<file path="src/sv/dccs_pkg.sv">
// Shared constants and types of the DC coefficient chained substitution block.
`default_nettype none

package dccs_pkg;

  localparam int COEF_MAG_BITS = 11;
  localparam int COEF_W        = COEF_MAG_BITS + 1;
  localparam int KEY_W         = 10;
  localparam int SMEAR_STEPS   = $clog2(COEF_MAG_BITS);

  // Stream payload widths, padded to whole bytes.
  localparam int IN_DATA_W  = ((COEF_W + KEY_W + 7) / 8) * 8;
  localparam int OUT_DATA_W = ((COEF_W + 7) / 8) * 8;

  // Configuration port.
  localparam int CFG_ADDR_W = 3;
  localparam int CFG_DATA_W = 32;
  localparam logic REG_SEL_DIRECTION = 1'b0;

  // Direction register codes.
  localparam logic DIR_ENCRYPT = 1'b0;
  localparam logic DIR_DECRYPT = 1'b1;

  // Coefficient value that passes through untouched, besides zero and the most negative pattern.
  localparam logic signed [COEF_W-1:0] SKIP_COEF = -COEF_W'(1024);

  typedef logic [COEF_MAG_BITS-1:0] mag_t;
  typedef logic signed [COEF_W-1:0] coef_t;

  typedef struct packed {
    coef_t            coefficient;
    logic [KEY_W-1:0] key_word;
    logic             restart;
  } item_t;

  typedef struct packed {
    logic sign;
    mag_t magnitude;
  } chain_t;

  typedef struct packed {
    coef_t result;
    logic  key_used;
  } result_t;

endpackage

`default_nettype wire

</file>
<file path="src/sv/dccs_core.sv">
// Substitution and chaining datapath for one coefficient.
`default_nettype none

module dccs_core (
  input  wire dccs_pkg::item_t   item,
  input  wire dccs_pkg::chain_t  chain,
  input  wire                    direction,
  output dccs_pkg::result_t      res,
  output dccs_pkg::chain_t       chain_nxt
);

  localparam int MB = dccs_pkg::COEF_MAG_BITS;
  localparam int CW = dccs_pkg::COEF_W;

  logic                 neg;
  logic [CW-1:0]        mag_full;
  logic                 skip;
  dccs_pkg::mag_t       mag;
  dccs_pkg::mag_t       mask;
  dccs_pkg::mag_t       msb;
  dccs_pkg::mag_t       km;
  dccs_pkg::mag_t       sum;
  dccs_pkg::mag_t       unm;
  dccs_pkg::mag_t       mag_out;
  logic                 sign_out;
  dccs_pkg::chain_t     chain_eff;

  always_comb begin
    neg      = item.coefficient[CW-1];
    mag_full = neg ? CW'(-item.coefficient) : CW'(item.coefficient);
    // The most negative pattern has no magnitude in range and passes through.
    skip     = (item.coefficient == '0) || (item.coefficient == dccs_pkg::SKIP_COEF) ||
               mag_full[CW-1];
    mag      = mag_full[MB-1:0];

    // Smear the bits below the top set bit into a mask.
    mask = mag >> 1;
    for (int i = 0; i < dccs_pkg::SMEAR_STEPS; i++) begin
      mask = mask | (mask >> (1 << i));
    end
    msb = mask + MB'(1);
    km  = MB'(item.key_word) & mask;

    chain_eff = item.restart ? '0 : chain;
    sign_out  = neg ^ item.key_word[0] ^ chain_eff.sign;

    sum = (mag + km) & mask;
    unm = (mag & mask) ^ km ^ chain_eff.magnitude;
    if (direction == dccs_pkg::DIR_DECRYPT) begin
      mag_out = ((unm - km) & mask) | msb;
    end else begin
      mag_out = ((km ^ sum ^ chain_eff.magnitude) & mask) | msb;
    end

    if (skip) begin
      res.result   = item.coefficient;
      res.key_used = 1'b0;
      chain_nxt    = chain_eff;
    end else begin
      res.result   = sign_out ? -{1'b0, mag_out} : {1'b0, mag_out};
      res.key_used = 1'b1;
      if (direction == dccs_pkg::DIR_DECRYPT) begin
        // Decryption chains on the incoming cipher value.
        chain_nxt.sign      = neg;
        chain_nxt.magnitude = mag;
      end else begin
        chain_nxt.sign      = sign_out;
        chain_nxt.magnitude = mag_out;
      end
    end
  end

endmodule

`default_nettype wire

</file>
<file path="src/sv/dc_coefficient_chained_substitution.sv">
// Top level of the DC coefficient chained substitution cipher.
// One coefficient and one key word enter per transfer on the in_ stream and one
// result leaves per transfer on the out_ stream. The block sustains one item
// per clock cycle while out_tready stays high. An item passes through the input
// register, then the result register, before its result is offered on out_.
// This register split follows the chain update: the sign and magnitude left by
// one item feed the next, and this add/xor path runs as an item moves from the
// input register to the result register. The input register keeps accepting
// while a finished result waits for out_tready, so one further item can be
// held before in_tready drops.
// Zero, -1024 and -2048 pass through unchanged with out_tuser low and do not
// advance the chain. in_tuser high clears the chain before its item, also for a
// pass-through value. The direction register (byte address 0, bit 0) selects
// encryption (0) or decryption (1); write it only while no item is in flight.
`default_nettype none

module dc_coefficient_chained_substitution (
  input  wire                                 clk,
  input  wire                                 rst_n,
  // Input stream.
  input  wire                                 in_tvalid,
  output logic                                in_tready,
  input  wire [dccs_pkg::IN_DATA_W-1:0]       in_tdata,   // coefficient, key_word
  input  wire                                 in_tuser,   // restart
  // Result stream.
  output logic                                out_tvalid,
  input  wire                                 out_tready,
  output logic [dccs_pkg::OUT_DATA_W-1:0]     out_tdata,  // result
  output logic                                out_tuser,  // key_used
  // Configuration port.
  input  wire                                 psel,
  input  wire                                 penable,
  input  wire                                 pwrite,
  input  wire [dccs_pkg::CFG_ADDR_W-1:0]      paddr,
  input  wire [dccs_pkg::CFG_DATA_W-1:0]      pwdata,
  output logic [dccs_pkg::CFG_DATA_W-1:0]     prdata,
  output logic                                pready
);

  localparam int CW = dccs_pkg::COEF_W;
  localparam int KW = dccs_pkg::KEY_W;

  logic               direction_r, direction_nxt;
  logic               s1_valid_r, s1_valid_nxt;
  dccs_pkg::item_t    s1_item_r, s1_item_nxt;
  logic               out_valid_r, out_valid_nxt;
  dccs_pkg::result_t  out_res_r, out_res_nxt;
  dccs_pkg::chain_t   chain_r, chain_nxt;

  dccs_pkg::result_t  core_res;
  dccs_pkg::chain_t   core_chain;

  logic out_free;
  logic s1_move;
  logic in_xfer;
  logic cfg_write;
  logic reg_sel;

  // The result register frees up when empty or when its result is taken.
  assign out_free  = !out_valid_r || out_tready;
  assign s1_move   = s1_valid_r && out_free;
  assign in_tready = !s1_valid_r || out_free;
  assign in_xfer   = in_tvalid && in_tready;

  assign pready    = 1'b1;
  assign reg_sel   = paddr[CW'(0) + dccs_pkg::CFG_ADDR_W - 1];
  assign cfg_write = psel && penable && pwrite && pready &&
                     (reg_sel == dccs_pkg::REG_SEL_DIRECTION);

  dccs_core u_core (
    .item      (s1_item_r),
    .chain     (chain_r),
    .direction (direction_r),
    .res       (core_res),
    .chain_nxt (core_chain)
  );

  always_comb begin
    direction_nxt = cfg_write ? pwdata[0] : direction_r;

    s1_valid_nxt = s1_valid_r;
    s1_item_nxt  = s1_item_r;
    if (in_xfer) begin
      s1_valid_nxt            = 1'b1;
      s1_item_nxt.coefficient = in_tdata[CW-1:0];
      s1_item_nxt.key_word    = in_tdata[CW+KW-1:CW];
      s1_item_nxt.restart     = in_tuser;
    end else if (s1_move) begin
      s1_valid_nxt = 1'b0;
    end

    out_valid_nxt = out_valid_r;
    out_res_nxt   = out_res_r;
    chain_nxt     = chain_r;
    if (s1_move) begin
      out_valid_nxt = 1'b1;
      out_res_nxt   = core_res;
      chain_nxt     = core_chain;
    end else if (out_tready) begin
      out_valid_nxt = 1'b0;
    end
  end

  always_ff @(posedge clk) begin
    if (!rst_n) begin
      direction_r <= dccs_pkg::DIR_ENCRYPT;
      s1_valid_r  <= 1'b0;
      out_valid_r <= 1'b0;
      chain_r     <= '0;
    end else begin
      direction_r <= direction_nxt;
      s1_valid_r  <= s1_valid_nxt;
      out_valid_r <= out_valid_nxt;
      chain_r     <= chain_nxt;
    end
  end

  always_ff @(posedge clk) begin
    s1_item_r <= s1_item_nxt;
    out_res_r <= out_res_nxt;
  end

  // The bits above the result are zero fill, not a sign extension.
  assign out_tvalid = out_valid_r;
  assign out_tdata  = {{(dccs_pkg::OUT_DATA_W - CW){1'b0}}, out_res_r.result};
  assign out_tuser  = out_res_r.key_used;

  always_comb begin
    prdata = '0;
    if (reg_sel == dccs_pkg::REG_SEL_DIRECTION) begin
      prdata[0] = direction_r;
    end
  end

endmodule

`default_nettype wire

</file>
<file path="config.mk">
export PLATFORM = sky130hd
export DESIGN_NAME = dc_coefficient_chained_substitution
export DESIGN_NICKNAME = d
export VERILOG_FILES = /design/src/sv/dccs_pkg.sv /design/src/sv/dccs_core.sv /design/src/sv/dc_coefficient_chained_substitution.sv
export SDC_FILE = /design/constraint.sdc
export NUM_CORES = 1
export LEC_CHECK = 0
export ABC_CLOCK_PERIOD_IN_PS = 6700
export BUFFER_PORTS_ARGS = -buffer_cell sky130_fd_sc_hd__buf_4
export CAP_MARGIN = 20
export CORE_MARGIN = 5
export CORE_UTILIZATION = 25
export CTS_CLUSTER_SIZE = 28
export DETAILED_ROUTE_END_ITERATION = 8
export GPL_TIMING_DRIVEN = 0
export RECOVER_POWER = 50
export SYNTH_ARGS = -nofsm -noshare
export SYNTH_HDL_FRONTEND = slang
export SYNTH_HIERARCHICAL = 1
export SYNTH_SLANG_ARGS = --single-unit
</file>
<file path="constraint.sdc">
create_clock -name clk -period 6.7 [get_ports clk]
set_input_delay 0.335 -clock clk [delete_from_list [all_inputs] [get_ports clk]]
set_output_delay 0.335 -clock clk [all_outputs]
set_load 0.02 [all_outputs]
</file>
==> metrics.md, run 1 <==
| Metric | Value |
|---|---|
| Critical path peak fanout | 9 |
| Chip Height | 146 µm |
| Tot GR Track Use | 0.108 |
| Startpoint Class | flip-flop |
| Syn Inst Count | 538 |
| Total CTS buffers | 5 |
| Number of DRC markers in iteration 0 | 270 |
| Fin crit share | 0.907 |
| DRC | 0 |
| # hold bufs at CTS | 0 |
| Vias in the first global route | roughly 3700 |
| Multi-input logic area | 0.00293 mm² |
| Initial core utilization | 0.256 |
| Port-buffer cells | 45 |
| CP Class | reg2reg |
| RSZ-0062 raised after global routing | false |
| ANT cells | 0 |
| Dpl hpwl | 9440 µm |
| Synthesis Warnings | 6 |
| Die area | 0.0214 mm² |
| TNS Setup | 0 ps |
| Fin nets | 714 |
| Fill cell count | between 1500 and 2000 |
| Final setup fails | 0 |
| Share of layout cells above drive strength 1 | 0.179 |
| Rel. slew slack | 0.151 |
| First-pass GRT wire length | approximately 19000 µm |
| Status | complete, no violations |
| Max_cap viols | 0 |
| F_max | 0.165 GHz |
| Core area | 0.0181 mm² |
| Hold Vio Cnt, Final | 0 |
| H-Tree Depth | 2 |
| Layout Skew | ~12 ps |
| CTS Buffer Depth | 2 |
| Die X | 146 µm |
| Slew Limit Fails | 0 |
| Post-CTS sizing | 0 |
| TritonCTS Sinks | between 40 and 50 |
| # rows | 49 |
| Area grow syn2layout | 18.4% |
| Largest net degree at the start of global routing | 23 |
| Hold Path Class | in2reg |
| Critical Path AT | between 6000 and 7000 ps |
| Core Util, Final | 0.303 |
| # IOs | approximately 120 |
| Via count | about 3900 |
| Drt wl/cell | 13.8 µm |
| Netlist Area Pre-Place | 0.00464 mm² |
| CTS tree | done |
| RePlAce Congestion | 0.900 |
| Postcts setup bufs | 0 |
| DRT Pass-1 Iters | 6 |
| Peak VDD IR | 0.0982 mV |
| Power per cell area | 224 mW/mm² |
| Routed WL | between 10000 and 15000 µm |
| Pin slew with the least headroom to its limit | approximately 1300 ps |
| Global route overflow | 0 |
| Initial antenna violation count | 0 |
| Post-Syn Area per Cell | 8.62 µm² |
| Worst skew pair latency | ~300 ps |
| Clock-pin slew on the worst setup and hold paths | approximately 70 ps |
| Remaining antenna violation count | 0 |
| CP Capture Type | flip-flop |
| Leakage Power | 2.24 nW |
| Clk root buf | clkbuf_16 |
| Via-to-Cell Ratio | between 4 and 5 |
| Critical path data required time | 6730 ps |
| Final period demand of the worst path | ~6100 ps |
| FF/Latch Area | around 0.0013 mm² |
==> path summary, 6_finish.rpt <==
path,startpoint,end,slack [ps],cells past startpoint
worst min-delay path,in_tdata[17],s1_item_r[6],230,1
worst min register to register,chain_r[9],chain_r[9],460,2
worst max-delay path,s1_item_r[11],out_tdata[11],620,24
worst max register to register,s1_item_r[11],out_tdata[11],620,24
==> cells in the final DEF (no fill, tap or decap), drive strengths merged, types with 25 or more instances in the layout <==
cell type  count
nand2         74
buf           55
edfxtp        35
conb          36
nor2          40
a21oi         32
xnor2         42
o21ai         27
xor2          25
clkbuf        57
==> final cells by class <==
cell class              instances  share of cell area
multi-input cells             439               0.533
flip-flops and latches         49               0.242
plain buffers                  61              0.0704
repair buffers                 46              0.0560
well taps                     229              0.0521
clock buffers                   5              0.0228
inverters                      23              0.0157
clock inverters                 3             0.00751
==> flip-flops by register name, summed over array words and instances, names as in the netlist <==
name,cells
s1_valid_r,1
out_tdata,12
chain_r,11
s1_item_r,22
out_tvalid,1
out_tuser,1
direction_r,1
==> worst max-delay path, cell delays in order, from the launching register on <==
cell and delay, ps:
edfxtp_1 380, buf_6 160, inv_1 90, ha_1 250
or3b_1 410, o21a_1 190, o311ai_1 630, and3_1 320
nand2_1 180, nand2_1 130, xnor2_1 120, ha_1 200
inv_1 60, fa_1 400, a21oi_1 190, o21ai_0 150
a21oi_1 250, o21ai_0 170, xor2_1 160, nand2_1 80
a41oi_1 260, nand2b_1 230, or4b_1 510, a21oi_1 180
o22ai_1 110
==> per-layer routing <==
layer / up-vias / track usage / routed length (µm)
li1: 1977 / - / -
met1: 1782 / 0.142 / 5330
met2: 125 / 0.175 / 5320
met3: 18 / 0.0288 / 926
met4: 0 / 0.0320 / 225
met5: - / 0 / 0
==> through the flow <==
step           setup WS (ps)  std cells  hold WS [ps]  power [mW]  area [µm²]
6_report                 621        855           225        1.23        5500
5_1_grt                  250        855           215        1.31        5500
4_1_cts                  740        854           194        1.25        5560
3_5_place_dp             761        846           449       0.949        5390
3_3_place_gp             772        846           440       0.942        5390
2_1_floorplan           1610        572           430       0.822        4770
==> report_power, final <==
part,total [mW],switching [mW],internal (mW),leakage [nW]
Sequential,0.377,0.0142,0.363,0.448
Combinational,0.562,0.325,0.236,1.71
Clock,0.290,0.115,0.175,0.0775
(Power assumes the default switching activity.)
==> run 2, diff against run 1 <==
BUFFER_PORTS_ARGS = default   (was -buffer_cell sky130_fd_sc_hd__buf_4)
DONT_BUFFER_PORTS = 1   (was default)
RECOVER_POWER = 25   (was 50)
==> metrics.md, run 2 (synthesis gave the netlist of run 1 again) <==
| Metric | Value |
|---|---|
| Status | complete, no violations |
| Placed insts | 801 |
| Postcts setup bufs | 0 |
| Final setup fails | 0 |
| Via-to-Cell Ratio | 4.59 |
| Vias in the first global route | 3486 |
| Initial antenna violation count | 0 |
| Fin worst setup slack | 626 ps |
| ANT cells | 0 |
| Die X | 146 µm |
| Metal2 WL | 5190 µm |
| Core area | around 0.018 mm² |
| RePlAce Congestion | between 0.8 and 0.9 |
| # rows | 49 |
| Rel. slew slack | 0.399 |
| Layout Skew | 9.43 ps |
| Number of DRC markers in iteration 0 | ~260 |
| CP Capture Type | flip-flop |
| Die area | 0.0214 mm² |
| Crit path max-delay cell type | o311ai_1 |
| RSZ-0062 raised after global routing | false |
| Share of layout cells above drive strength 1 | 0.138 |
| Drt wl/cell | 14.4 µm |
| Remaining antenna violation count | 0 |
| Total CTS buffers | 5 |
| Most flop-heavy register | s1_item_r |
| Tot GR Track Use | 0.107 |
| Peak VDD IR | 0.117 mV |
| F_max | between 0.15 and 0.2 GHz |
| Slew Limit Fails | 0 |
| Critical path data required time | 6730 ps |
| H-Tree Depth | 2 |
| Chip Height | approximately 150 µm |
| Pin slew with the least headroom to its limit | 895 ps |
| Port-buffer cells | 0 |
| TNS Setup | 0 ps |
| Met1 Wirelength | 5540 µm |
| Number of flip-flops in the largest register | 22 |
| Clock-pin slew on the worst setup and hold paths | 70 ps |
| Hold Vio Cnt, Final | 0 |
| Startpoint Class | flip-flop |
| CP Cell Sequence | buf_6, inv_1, ha_1, or3b_1, o21a_1, o311ai_1, and3_1, nand2_1, nand2_1, xnor2_1, ha_1, inv_1, fa_1, a21oi_1, o21ai_0, a21oi_1, o21ai_0, xor2_1, nand2_1, a41oi_1, nand2b_1, or4b_1, a21oi_1, o22ai_1 |
| Crit-path max cell delay | 640 ps |
| WHS | about 120 ps |
| Commonest non-fill, non-tap cell in the layout | nand2_1 |
| Most frequent cells in the layout | nand2_1 (74), xnor2_1 (42), nor2_1 (38), buf_4 (37), conb_1 (36) |
| DRC | 0 |
| TritonCTS Sinks | ~50 |
| Fin nets | 669 |
| Post-CTS sizing | 0 |
| DRT Pass-1 Iters | 5 |
| Highest Signal Layer | met4 |
| CP Class | reg2reg |
| First-pass GRT wire length | 18600 µm |
| Routed WL | 11600 µm |
| Final period demand of the worst path | around 6100 ps |
| CTS Buffer Depth | 2 |
| Power per cell area | between 200 and 250 mW/mm² |
| # hold bufs at CTS | 0 |
| Fin crit share | 0.906 |
| Max_cap viols | 0 |
| Leakage Power | approximately 2.1 nW |
| WP buf/inv | 3 |
| Area grow syn2layout | 13.0% |
| # IOs | between 100 and 150 |
| Via count | 3717 |
| Non-filler cells in the finished layout | 810 |
| Hold Path Class | in2reg |
| Critical Path AT | 6100 ps |
| Clk root buf | clkbuf_16 |
| Critical path peak fanout | 9 |
| DP Worst Slack | 705 ps |
| Routed wl met3 | between 700 and 800 µm |
| Largest net degree at the start of global routing | 23 |
| Worst skew pair latency | 300 ps |
| Dpl hpwl | 9350 µm |
| CTS tree | done |
| Top Family by Delay on Critical Path | compound AO/OA/AOI/OAI gates |
| Global route overflow | 0 |
| Initial core utilization | 0.256 |
## run 2: per-stage QoR
stage                      util  cell area, µm²  power (mW)
final                     0.289            5240        1.21
after global routing      0.289            5240        1.29
after CTS                 0.287            5220        1.22
after detailed placement  0.278            5050       0.922
after global placement    0.278            5050       0.915
after floorplan               -            4770       0.822
## run 2: path summary, 6_finish.rpt
| kind | start | to | slack (ps) | cells past startpoint |
|---|---|---|---|---|
| worst min register to register | chain_r[4] | chain_r[4] | 460 | 2 |
| worst min-delay path | in_tdata[17] | s1_item_r[6] | 120 | 0 |
| worst max-delay path | s1_item_r[11] | out_tdata[11] | 630 | 24 |
| worst max register to register | s1_item_r[11] | out_tdata[11] | 630 | 24 |
## run 2: cell type report
cell class | instances | area, µm²
plain buffers | 61 | 409
clock buffers | 6 | 129
clock inverters | 2 | 33.8
fillers | 1932 | 12900
inverters | 23 | 86.3
multi-input cells | 439 | 2940
flip-flops and latches | 49 | 1330
well taps | 229 | 287
repair buffers | 1 | 27.5
## run 2: power breakdown
part	total, mW	leakage [nW]	internal [mW]	switching, mW
Clock	0.289	0.0785	0.175	0.113
Combinational	0.527	1.56	0.223	0.304
Sequential	0.394	0.448	0.364	0.0299
## run 2: metal layers
layer | vias to the layer above | track usage
met3 | 12 | 0.0282
met2 | 110 | 0.172
met4 | 0 | 0.0273
met5 | - | 0
li1 | 1895 | -
met1 | 1700 | 0.144
